**src/design/majority_base_consensus_macros.svh**
```systemverilog
// Assertion helpers shared by the consensus block.
// Each macro expects signals named clk and rst_n in the enclosing module.
`ifndef MAJORITY_BASE_CONSENSUS_MACROS_SVH
`define MAJORITY_BASE_CONSENSUS_MACROS_SVH

// The consequent must hold in the same cycle as the antecedent.
`define MBC_ASSERT_SAME(label, ante, cons, msg) \
    label: assert property (@(posedge clk) disable iff (!rst_n) (ante) |-> (cons)) \
        else $error(msg);

// The consequent must hold in the cycle after the antecedent.
`define MBC_ASSERT_NEXT(label, ante, cons, msg) \
    label: assert property (@(posedge clk) disable iff (!rst_n) (ante) |=> (cons)) \
        else $error(msg);

`endif

```
**src/design/mbc_pkg.sv**
```systemverilog
`timescale 1ns / 1ps

package mbc_pkg;

    localparam int POSITIONS = 4;
    localparam int BASES     = 4;
    localparam int CODE_W    = 4;
    localparam int BASE_W    = 2;
    localparam int TALLY_W   = 8;
    localparam int TOTAL_W   = TALLY_W + 2;

    localparam logic [TALLY_W-1:0] TALLY_MAX         = 8'd255;
    localparam logic [7:0]         MIN_SUPPORT_RESET = 8'd3;

    typedef struct packed {
        logic signed [CODE_W-1:0] base_p0;
        logic signed [CODE_W-1:0] base_p1;
        logic signed [CODE_W-1:0] base_p2;
        logic signed [CODE_W-1:0] base_p3;
        logic                     final_molecule;
    } in_item_t;

    typedef struct packed {
        logic              consensus_ok;
        logic [BASE_W-1:0] cons_p0;
        logic [BASE_W-1:0] cons_p1;
        logic [BASE_W-1:0] cons_p2;
        logic [BASE_W-1:0] cons_p3;
    } out_item_t;

    // Commands from the controller to the datapath.
    typedef struct packed {
        logic count_en;
        logic eval_en;
    } dp_cmd_t;

endpackage

```
**src/design/mbc_datapath.sv**
```systemverilog
`timescale 1ns / 1ps

module mbc_datapath (
    input  logic               clk,
    input  logic               rst_n,
    input  mbc_pkg::dp_cmd_t   cmd,
    input  mbc_pkg::in_item_t  in_data,
    input  logic               cfg_wr_en,
    input  logic [7:0]         cfg_wr_data,
    output mbc_pkg::out_item_t out_data
);
    import mbc_pkg::*;

    logic [TALLY_W-1:0]        tally_reg [POSITIONS][BASES];
    logic [7:0]                min_support_reg;
    out_item_t                 result_reg;
    out_item_t                 result_next;

    logic signed [CODE_W-1:0]  codes [POSITIONS];
    logic [TOTAL_W-1:0]        total_c [POSITIONS];
    logic [TALLY_W-1:0]        best_c [POSITIONS];
    logic [BASE_W-1:0]         pick_c [POSITIONS];
    logic [POSITIONS-1:0]      found_c;
    logic [POSITIONS-1:0]      pos_ok;
    logic                      all_ok;

    assign codes[0] = in_data.base_p0;
    assign codes[1] = in_data.base_p1;
    assign codes[2] = in_data.base_p2;
    assign codes[3] = in_data.base_p3;

    always_ff @(posedge clk or negedge rst_n)
    begin
        if (!rst_n)
        begin
            min_support_reg <= MIN_SUPPORT_RESET;
            for (int p = 0; p < POSITIONS; p++)
            begin
                for (int b = 0; b < BASES; b++)
                begin
                    tally_reg[p][b] <= '0;
                end
            end
        end
        else
        begin
            if (cfg_wr_en)
            begin
                min_support_reg <= cfg_wr_data;
            end
            for (int p = 0; p < POSITIONS; p++)
            begin
                for (int b = 0; b < BASES; b++)
                begin
                    if (cmd.eval_en)
                    begin
                        tally_reg[p][b] <= '0;
                    end
                    // Only codes 0 to 3 count; negative and larger codes have upper bits set.
                    else if (cmd.count_en && codes[p][CODE_W-1:BASE_W] == '0 &&
                             codes[p][BASE_W-1:0] == BASE_W'(b) &&
                             tally_reg[p][b] != TALLY_MAX)
                    begin
                        tally_reg[p][b] <= tally_reg[p][b] + 1'b1;
                    end
                end
            end
        end
    end

    // Per position: highest eligible tally, lower code wins a tie.
    always_comb
    begin
        for (int p = 0; p < POSITIONS; p++)
        begin
            total_c[p] = '0;
            best_c[p]  = '0;
            pick_c[p]  = '0;
            found_c[p] = 1'b0;
            for (int b = 0; b < BASES; b++)
            begin
                total_c[p] = total_c[p] + {2'b00, tally_reg[p][b]};
                if (tally_reg[p][b] > min_support_reg && tally_reg[p][b] > best_c[p])
                begin
                    best_c[p]  = tally_reg[p][b];
                    pick_c[p]  = BASE_W'(b);
                    found_c[p] = 1'b1;
                end
            end
            pos_ok[p] = found_c[p] &&
                        ({2'b00, best_c[p]} > {1'b0, total_c[p][TOTAL_W-1:1]});
        end
    end

    assign all_ok = &pos_ok;

    always_comb
    begin
        result_next.consensus_ok = all_ok;
        result_next.cons_p0      = all_ok ? pick_c[0] : '0;
        result_next.cons_p1      = all_ok ? pick_c[1] : '0;
        result_next.cons_p2      = all_ok ? pick_c[2] : '0;
        result_next.cons_p3      = all_ok ? pick_c[3] : '0;
    end

    always_ff @(posedge clk)
    begin
        if (cmd.eval_en)
        begin
            result_reg <= result_next;
        end
    end

    assign out_data = result_reg;

endmodule

```
**src/design/mbc_ctrl.sv**
```systemverilog
`timescale 1ns / 1ps

module mbc_ctrl (
    input  logic             clk,
    input  logic             rst_n,
    input  logic             in_valid,
    input  logic             in_final,
    output logic             in_stall,
    output logic             out_valid,
    input  logic             out_stall,
    output mbc_pkg::dp_cmd_t cmd
);
    import mbc_pkg::*;

    `include "majority_base_consensus_macros.svh"

    typedef enum logic {
        ACCUM,
        EVAL
    } state_t;

    state_t state_reg;
    state_t state_next;
    logic   out_valid_reg;
    logic   out_valid_next;
    logic   load;

    assign in_stall     = (state_reg == EVAL);
    assign cmd.count_en = in_valid && !in_stall;
    // The result register is free when empty or when its transfer completes now.
    assign load         = (state_reg == EVAL) && (!out_valid_reg || !out_stall);
    assign cmd.eval_en  = load;
    assign out_valid    = out_valid_reg;

    always_comb
    begin
        state_next     = state_reg;
        out_valid_next = out_valid_reg && out_stall;
        unique case (state_reg)
            ACCUM:
            begin
                if (cmd.count_en && in_final)
                begin
                    state_next = EVAL;
                end
            end
            EVAL:
            begin
                if (load)
                begin
                    state_next     = ACCUM;
                    out_valid_next = 1'b1;
                end
            end
            default:
            begin
                state_next = ACCUM;
            end
        endcase
    end

    always_ff @(posedge clk or negedge rst_n)
    begin
        if (!rst_n)
        begin
            state_reg     <= ACCUM;
            out_valid_reg <= 1'b0;
        end
        else
        begin
            state_reg     <= state_next;
            out_valid_reg <= out_valid_next;
        end
    end

    `MBC_ASSERT_NEXT(a_final_goes_eval, cmd.count_en && in_final, state_reg == EVAL,
        "accepted final item did not start evaluation")
    `MBC_ASSERT_NEXT(a_load_shows_result, cmd.eval_en, out_valid && state_reg == ACCUM,
        "evaluation did not present a result")
    `MBC_ASSERT_SAME(a_no_count_in_eval, state_reg == EVAL, !cmd.count_en && !in_stall == 1'b0,
        "item counted during evaluation")

endmodule

```
**src/design/majority_base_consensus.sv**
```systemverilog
`timescale 1ns / 1ps
// Channel   Signals                        Transfer when
// input     in_valid, in_stall, in_data    in_valid && !in_stall
// output    out_valid, out_stall, out_data out_valid && !out_stall
// config    cfg_wr_en, cfg_wr_data         cfg_wr_en
//
// A counted item updates the tallies at its transfer.
// After an item marked final the input stalls in an evaluation state that
// evaluates the tallies into the result register and clears them; this
// state waits while the previous result is still stalled at the output.
// Reset clears all tallies, sets min_support to 3 and empties the output.

module majority_base_consensus (
    input  logic               clk,
    input  logic               rst_n,
    input  logic               in_valid,
    output logic               in_stall,
    input  mbc_pkg::in_item_t  in_data,
    output logic               out_valid,
    input  logic               out_stall,
    output mbc_pkg::out_item_t out_data,
    input  logic               cfg_wr_en,
    input  logic [7:0]         cfg_wr_data
);
    import mbc_pkg::*;

    dp_cmd_t cmd;

    mbc_ctrl u_ctrl (
        .clk       (clk),
        .rst_n     (rst_n),
        .in_valid  (in_valid),
        .in_final  (in_data.final_molecule),
        .in_stall  (in_stall),
        .out_valid (out_valid),
        .out_stall (out_stall),
        .cmd       (cmd)
    );

    mbc_datapath u_datapath (
        .clk         (clk),
        .rst_n       (rst_n),
        .cmd         (cmd),
        .in_data     (in_data),
        .cfg_wr_en   (cfg_wr_en),
        .cfg_wr_data (cfg_wr_data),
        .out_data    (out_data)
    );

endmodule

```
**config.mk**
```make
export PLATFORM = sky130hd
export DESIGN_NAME = majority_base_consensus
export DESIGN_NICKNAME = d
export VERILOG_FILES = /design/src/design/mbc_pkg.sv /design/src/design/mbc_datapath.sv /design/src/design/mbc_ctrl.sv /design/src/design/majority_base_consensus.sv
export VERILOG_INCLUDE_DIRS = /design/src /design/src/design
export SDC_FILE = /design/constraint.sdc
export NUM_CORES = 1
export LEC_CHECK = 0
export ABC_CLOCK_PERIOD_IN_PS = 8400
export BUFFER_PORTS_ARGS = -buffer_cell sky130_fd_sc_hd__buf_4
export CORE_AREA = 2 2 126 250
export DETAILED_ROUTE_END_ITERATION = 8
export DIE_AREA = 0 0 128 252
export PLACE_DENSITY_LB_ADDON = 0.08
export SETUP_SLACK_MARGIN = 0.05
export SYNTH_ARGS = -nofsm -noshare
export SYNTH_HDL_FRONTEND = slang
export SYNTH_SLANG_ARGS = --single-unit
export TNS_END_PERCENT = 50
```
**constraint.sdc**
```tcl
create_clock -name clk -period 8.4 [get_ports clk]
set_input_delay 0 -clock clk [delete_from_list [all_inputs] [get_ports clk]]
set_output_delay 0 -clock clk [all_outputs]
set_load 0.005 [all_outputs]
```
---- After elaboration in Yosys (flattened, before gate mapping) ----
Index checks and enable logic that the tools add are counted.
cells by class
  bitwise gates (word level) .............. 1
  shift operators ......................... 0
  $lt $le $gt $ge ......................... 36
  reduce and logical (&&, ||, !) cells .... 89
  add/sub/neg operators ................... 28
  equality and inequality tests ........... 28
  divide/modulo/power cells ............... 0
  mux-type cells .......................... 81
  $mul .................................... 0
operators with widths
  kind                   count
  $mux W8                48
  $gt A8 B8 Y1           28
  $add A8 B1 Y8 const B  16
  $ne A8 B8 Y1 const B   16
  $add A10 B8 Y10        8
  $logic_and A1 B1 Y1    60
  $add A8 B8 Y9          4
  $gt A8 B9 Y1           4
  $gt A8 B1 Y1 const B   4
  $reduce_bool A2 Y1     16
  $mux W1                24
  $eq A2 B2 Y1 const B   8
  $logic_not A2 Y1       8
  $mux W2                8
  $eq A2 B1 Y1 const B   4
  $reduce_and A4 Y1      1
  $logic_not A1 Y1       3
  $pmux W1 S2            1
  $logic_or A1 B1 Y1     1
  $not A1 Y1             1
storage, ports and cells
  input port bits ......................... 30
  ROM bits ................................ 0
  register bits after elaboration ......... 147
  RAM bits ................................ 0
  word-level logic and storage cells ...... 287
  memories kept ........................... 0
  output and inout bits ................... 11
  bits in latches ......................... 0

---- Depth between registers and ports, before layout ----
  depth in word-level cells ............... 15
  mapped depth ............................ 49
  depth with buffers taken out ............ 46

---- Hierarchy ----
From an unflattened synthesis, not the netlist that was laid out.
unflattened totals
  cells, all modules ...................... 1890
  area total of the unflattened synthesis .. 16666.0 um^2
by module, submodules not included
  module        seq. area each (um^2)  cells an instance  area each (um^2)  times used
  mbc_datapath  3676.0                 1881               16573.4           1
  mbc_ctrl      50.0                   9                  92.6              1

---- Least setup slack after synthesis ----
Ideal clock, no wire load.
  path type ............................... register to register
  start ................................... reg u_datapath.min_support_reg[1]
  end ..................................... reg u_datapath.result_reg, in the netlist u_datapath.out_data[4], data pin
  period minus slack after synthesis ...... 9.184 ns
  data arrival time ....................... 9.016 ns
  cell stages (with the launch flop) ...... 46
  data required time ...................... 8.232 ns
  library setup time ...................... 0.168 ns
  path slack .............................. -0.784 ns
  buffers on the path ..................... 3
  cells stage by stage .................... dfstp_2 > inv_1 > ha_1 > nor2b_1 > o21ai_0 > a21boi_0 > o21a_1 > a21boi_0 > nand2_1 > ha_1 > nor2b_1 > o211ai_2 > a21oi_1 > o32ai_2 > nor2_1 > clkbuf_1 > nand2_1 > o21ai_0 > [10 not listed] > a21o_1 > a21o_1 > a21oi_1 > o21ai_0 > o311ai_1 > clkbuf_1 > o31ai_1 > o22ai_1 > ha_1 > nand4_1 > nor2_1 > nor4_1 > o311ai_0 > a211oi_1 > o2111ai_1 > a311oi_1 > o221ai_2 > a211oi_1
between the ends
  cells in the longest elaborated chain, start to end .. 15
  elaborated cells on any way between the ends .. 88
  classes of those cells .................. 32 x order compare; 35 x mux; 21 x reduce/logical
ends and longest elaborated chain
  element                 line                 RTL
  start, declared         mbc_datapath.sv:15   logic [7:0] min_support_reg;
  start signal, assigned  mbc_datapath.sv:49   min_support_reg <= cfg_wr_data;
  $gt A8 B8 Y1            mbc_datapath.sv:83   if (tally_reg[p][b] > min_support_reg && tally_reg[p][b] > best_c[p])
  $logic_and A1 B1 Y1     mbc_datapath.sv:83
  $mux W8                 mbc_datapath.sv:83
  $gt A8 B8 Y1            mbc_datapath.sv:83
  $logic_and A1 B1 Y1     mbc_datapath.sv:83
  $mux W8                 mbc_datapath.sv:83
  $gt A8 B8 Y1            mbc_datapath.sv:83
  $logic_and A1 B1 Y1     mbc_datapath.sv:83
  $mux W8                 mbc_datapath.sv:83
  $gt A8 B8 Y1            mbc_datapath.sv:83
  $logic_and A1 B1 Y1     mbc_datapath.sv:83
  $mux W8                 mbc_datapath.sv:83
  $gt A8 B9 Y1            mbc_datapath.sv:91   ({2'b00, best_c[p]} > {1'b0, total_c[p][TOTAL_W-1:1]});
  $logic_and A1 B1 Y1     mbc_datapath.sv:90   pos_ok[p] = found_c[p] &&
  $reduce_and A4 Y1       mbc_datapath.sv:95   assign all_ok = &pos_ok;
  end signal, assigned    mbc_datapath.sv:110  result_reg <= result_next;
  end, declared           mbc_datapath.sv:16   out_item_t result_reg;
Several ways; a longest one is shown, not always the timed one.
A chain may end at the register's enable or synchronous reset.

---- Worst setup path after layout ----
  start ................................... reg u_datapath.min_support_reg[1]
  end ..................................... reg u_datapath.result_reg, in the netlist u_datapath.out_data[1], data pin
Same word-level chain as after synthesis.

==> key figures <==
Status
  • Outcome: complete, but fails checks
  • Failing checks: negative setup slack

Routing
  • Routed via count: 17,655
  • Vias/cell: 6.276
  • DRT iter0 DRCs: 859
  • Final wirelength: 61.54 mm
  • First-pass DRT Iterations: 8
  • ANT nets after route: 0
  • Routed length per instance: 21.88 um
  • Drt drc: 0

Synthesis
  • Synth area leaders: ha_1 24%, dfrtp_1 19%, xnor2_1 5.1%
  • Post-synth ARST share: 93.88%
  • Post-synth EDFFs: 9
  • Post-synthesis simple-gate area fraction: 17.39%
  • Mux share of post-synthesis cell area: 3.877%
  • Post-synth top area cell: ha_1
  • Synth Cell Area: 0.01765 mm^2
  • Compound-Gate Fraction of Synth Area: 17.09%
  • Post-synth top area share: 24.10%
  • Post-synthesis adder-cell area fraction: 28.24%
  • Seq cells post-synth: 147
  • Synth Net Count: 2,452
  • Largest family of logic cells by synthesized area: adder cells
  • Netlist cell types: 85
  • Mean Syn Cell Area: 8.629 um^2
  • Post-synthesis sequential area ratio: 21.11%
  • Post-synth top flop: dfrtp_1
  • Syn. warnings: 0
  • Gate count of the mapped netlist: 2,046
  • XOR/XNOR Fraction of Synth Area: 6.896%

Worst setup path
  • RR Startpoint: u_datapath.min_support_reg[1]$_DFFE_PN1P_
  • Worst setup path class: reg2reg
  • CP Capture Type: flip-flop
  • Required time worst endpoint: 8710 ps
  • Worst Path Buf+Inv: 7
  • Critical Path Fanout Max: 5
  • R2R setup slack: -620 ps
  • Crit path max-delay cell type: dfstp_2
  • Max stage delay on crit path: 550 ps
  • Reg2Reg Depth: 43
  • Startpoint Class: flip-flop
  • Worst R2R End: u_datapath.out_data[1]$_SDFFCE_PN0P_
  • Critical Path AT: 9330 ps
  • CP top delay family: compound AO/OA/AOI/OAI gates

Timing
  • Final TNS setup: -5125 ps
  • Tightest Pin Transition: 1335 ps
  • Period minus WS final: 9018 ps
  • Final WS setup: -617.6 ps
  • Final worst path period share: 107.4%
  • Fin. Hold Viols: 0
  • RSZ-0062 raised after global routing: true
  • Setup violations, final: 9
  • Final-report max-slew violation count: 0
  • Clock skew: 19.19 ps
  • Rel. slew slack: 10.15%
  • Highest Clock Rate: 110.9 MHz

Clock network
  • Clock Tree Buf Depth: 2
  • CTS tree: done
  • CTS root buffer: clkbuf_16
  • CTS H-tree depth: 4
  • Worst skew pair latency: 470 ps
  • TritonCTS buffer count: 17
  • TritonCTS Sinks: 147
  • Reg clk slew, reported paths: 70 ps

Hold path
  • Hold WC Path Type: in2reg
  • HP Start: in_data[1]
  • Hold EP: u_datapath.tally_reg[30]$_DFFE_PN0P_
  • Hold path depth: 4

Power and ir drop
  • Leak: 11.28 nW
  • Gate power share: 27.4%
  • Worst vdd ir: 0.2105 mV
  • Clock power share: 36.2%
  • Internal power: 1.398 mW
  • Pwr Density: 94.43 mW/mm^2
  • Switching power: 786.2 uW
  • Flop pwr share: 36.5%
  • Sw frac: 36.00%

Floorplanning
  • Core area: 0.03018 mm^2
  • Initial core utilization: 58.50%
  • Die ar.: 0.03226 mm^2
  • Row cnt: 90
  • Die Ht: 252 um
  • DIE WIDTH: 128 um
  • Ports: 41

Cells and area
  • Area delta synth->final: 31.00%
  • Fin nets: 2,838
  • Fill cell instance count of the final layout: 2,137
  • Non-Filler Instances: 2,813
  • Layout cells sized above 1: 26.38%
  • Multi-input logic area: 0.01438 mm^2
  • Register area: 0.003726 mm^2
  • Post-layout util: 76.63%
  • Antenna diode count: 0
  • Max reg flops: 128

Placement
  • Pre-CTS setup slack: -1227 ps
  • Detailed Place HPWL: 44.59 mm
  • Gp weighted congestion: 0.9766
  • Dpl cells: 2,659
  • # port buffers: 40

Global route
  • Gr usage total: 37.16%
  • Largest net degree at the start of global routing: 97
  • Vias in the first global route: 17,994
  • GRT overflow: 0
  • Antenna violations before repair: 0
  • First-pass GRT wire length: 92.19 mm

Run
  • Max-Cap Viols: 0
-- power by group through the flow --
stage	Combinational [mW]	Sequential, mW	Clock [mW]
3_5_place_dp	0.527	0.807	0
4_1_cts	0.569	0.794	0.801
6_report	0.598	0.796	0.790
5_1_grt	0.650	0.799	0.825
3_3_place_gp	0.512	0.807	0
2_1_floorplan	0.289	0.796	0
-- synth_stat cells (35+ instances only) --
master and number:
xnor2_1 103, ha_1 340, nor2_1 192, xor2_1 36, nor2b_1 39, fa_1 36
nor3_1 35, nand3_1 53, inv_1 214, a21oi_1 138, a21o_1 44, dfrtp_1 136
nand4_1 74, nand2_1 127, mux2i_1 47, o21ai_0 83
-- area by class of cell --
class	count	share of cell area (%)
multi-input combinational	1652	62.17
sequential	147	16.11
timing repair buffer	400	13.77
inverter	214	3.490
tap	368	1.991
clock buffer	17	1.839
clock inverter	15	0.6276
-- cells by family after synthesis --
logic type / count (synthesis)
and+or+nand+nor: 619
buffers and inverters: 249
muxes: 63
xor gates and xnor gates: 139
AOI/OAI and AO/OA: 452
adders and majority gates: 377
DFF: 147
-- layout by cell type, fill, tap and decap left out, types with 9 or more instances in the layout --
cell type        n
a21oi_2         17
nor3_1          32
clkbuf_16       17
a211oi_2         9
dlygate4sd3_1   29
o21ai_1         15
a21o_1          44
o21ai_0         55
o21bai_1        30
o21ai_2         16
o211ai_1        11
nand3_1         51
mux2_4          12
ha_1           304
o21a_1          22
dfrtp_1        136
nand2_1        105
xor2_1          36
buf_6           24
fa_1            36
buf_4          345
nor2b_1         34
a21oi_1        115
nand2_2         14
or3_1           17
edfxtp_1         9
nand4_1         74
ha_4            30
inv_1          206
xnor2_1        103
nor2_1         180
nand2b_1        21
mux2i_1         36
and4_1          10
o31ai_1         11
-- layer usage --
layer  wire length (um)  global-route usage [%]  vias to the layer above
li1                   -                       -                     8133
met1              20940                   35.63                     8431
met2              31120                   67.15                      707
met3               2929                   6.107                      384
met4               6539                   32.40                        0
met5                  0                       0                        -
-- worst reg2reg max path, delay by kind of cell, from the launching register on --
kind	cells	cell delay, ps
fa+ha+maj	5	1480
buf+inv	7	1060
mux	3	720
compound gates	15	3010
simple gates	13	2030
flops	1	550
-- repair_timing --
item / 4_1_cts / 5_1_grt
buffers inserted: 72 / 20
pin swaps: 96 / 72
gates resized for setup: 176 / 117
setup endpoints to repair: 9 / 9
hold endpoints to repair: 114 / 0
hold buffers: 29 / 0
gates cloned: 2 / 0
-- worst max-delay path by stage --
stage | from | end | depth (start not counted)
final | u_datapath.min_support_reg[1]$_DFFE_PN1P_ | u_datapath.out_data[1]$_SDFFCE_PN0P_ | 43
after global routing | u_datapath.min_support_reg[1]$_DFFE_PN1P_ | u_datapath.out_data[1]$_SDFFCE_PN0P_ | 46
after CTS | u_datapath.min_support_reg[1]$_DFFE_PN1P_ | u_datapath.out_data[4]$_SDFFCE_PN0P_ | 45
after detailed placement | u_datapath.min_support_reg[1]$_DFFE_PN1P_ | u_datapath.out_data[4]$_SDFFCE_PN0P_ | 43
after global placement | u_datapath.min_support_reg[1]$_DFFE_PN1P_ | u_datapath.out_data[4]$_SDFFCE_PN0P_ | 43
after floorplan | u_datapath.min_support_reg[1]$_DFFE_PN1P_ | u_datapath.out_data[1]$_SDFFCE_PN0P_ | 44
-- metrics by stage --
stage | area (um^2) | power, mW | hold WS, ps
2_1_floorplan | 17760 | 1.085 | -295.6
3_3_place_gp | 20190 | 1.319 | 144.9
3_5_place_dp | 20190 | 1.335 | 149.9
4_1_cts | 22330 | 2.164 | 1.829
5_1_grt | 23130 | 2.274 | 59.21
6_report | 23130 | 2.184 | 23.81
Note: power is estimated with default switching activity, not from simulation.
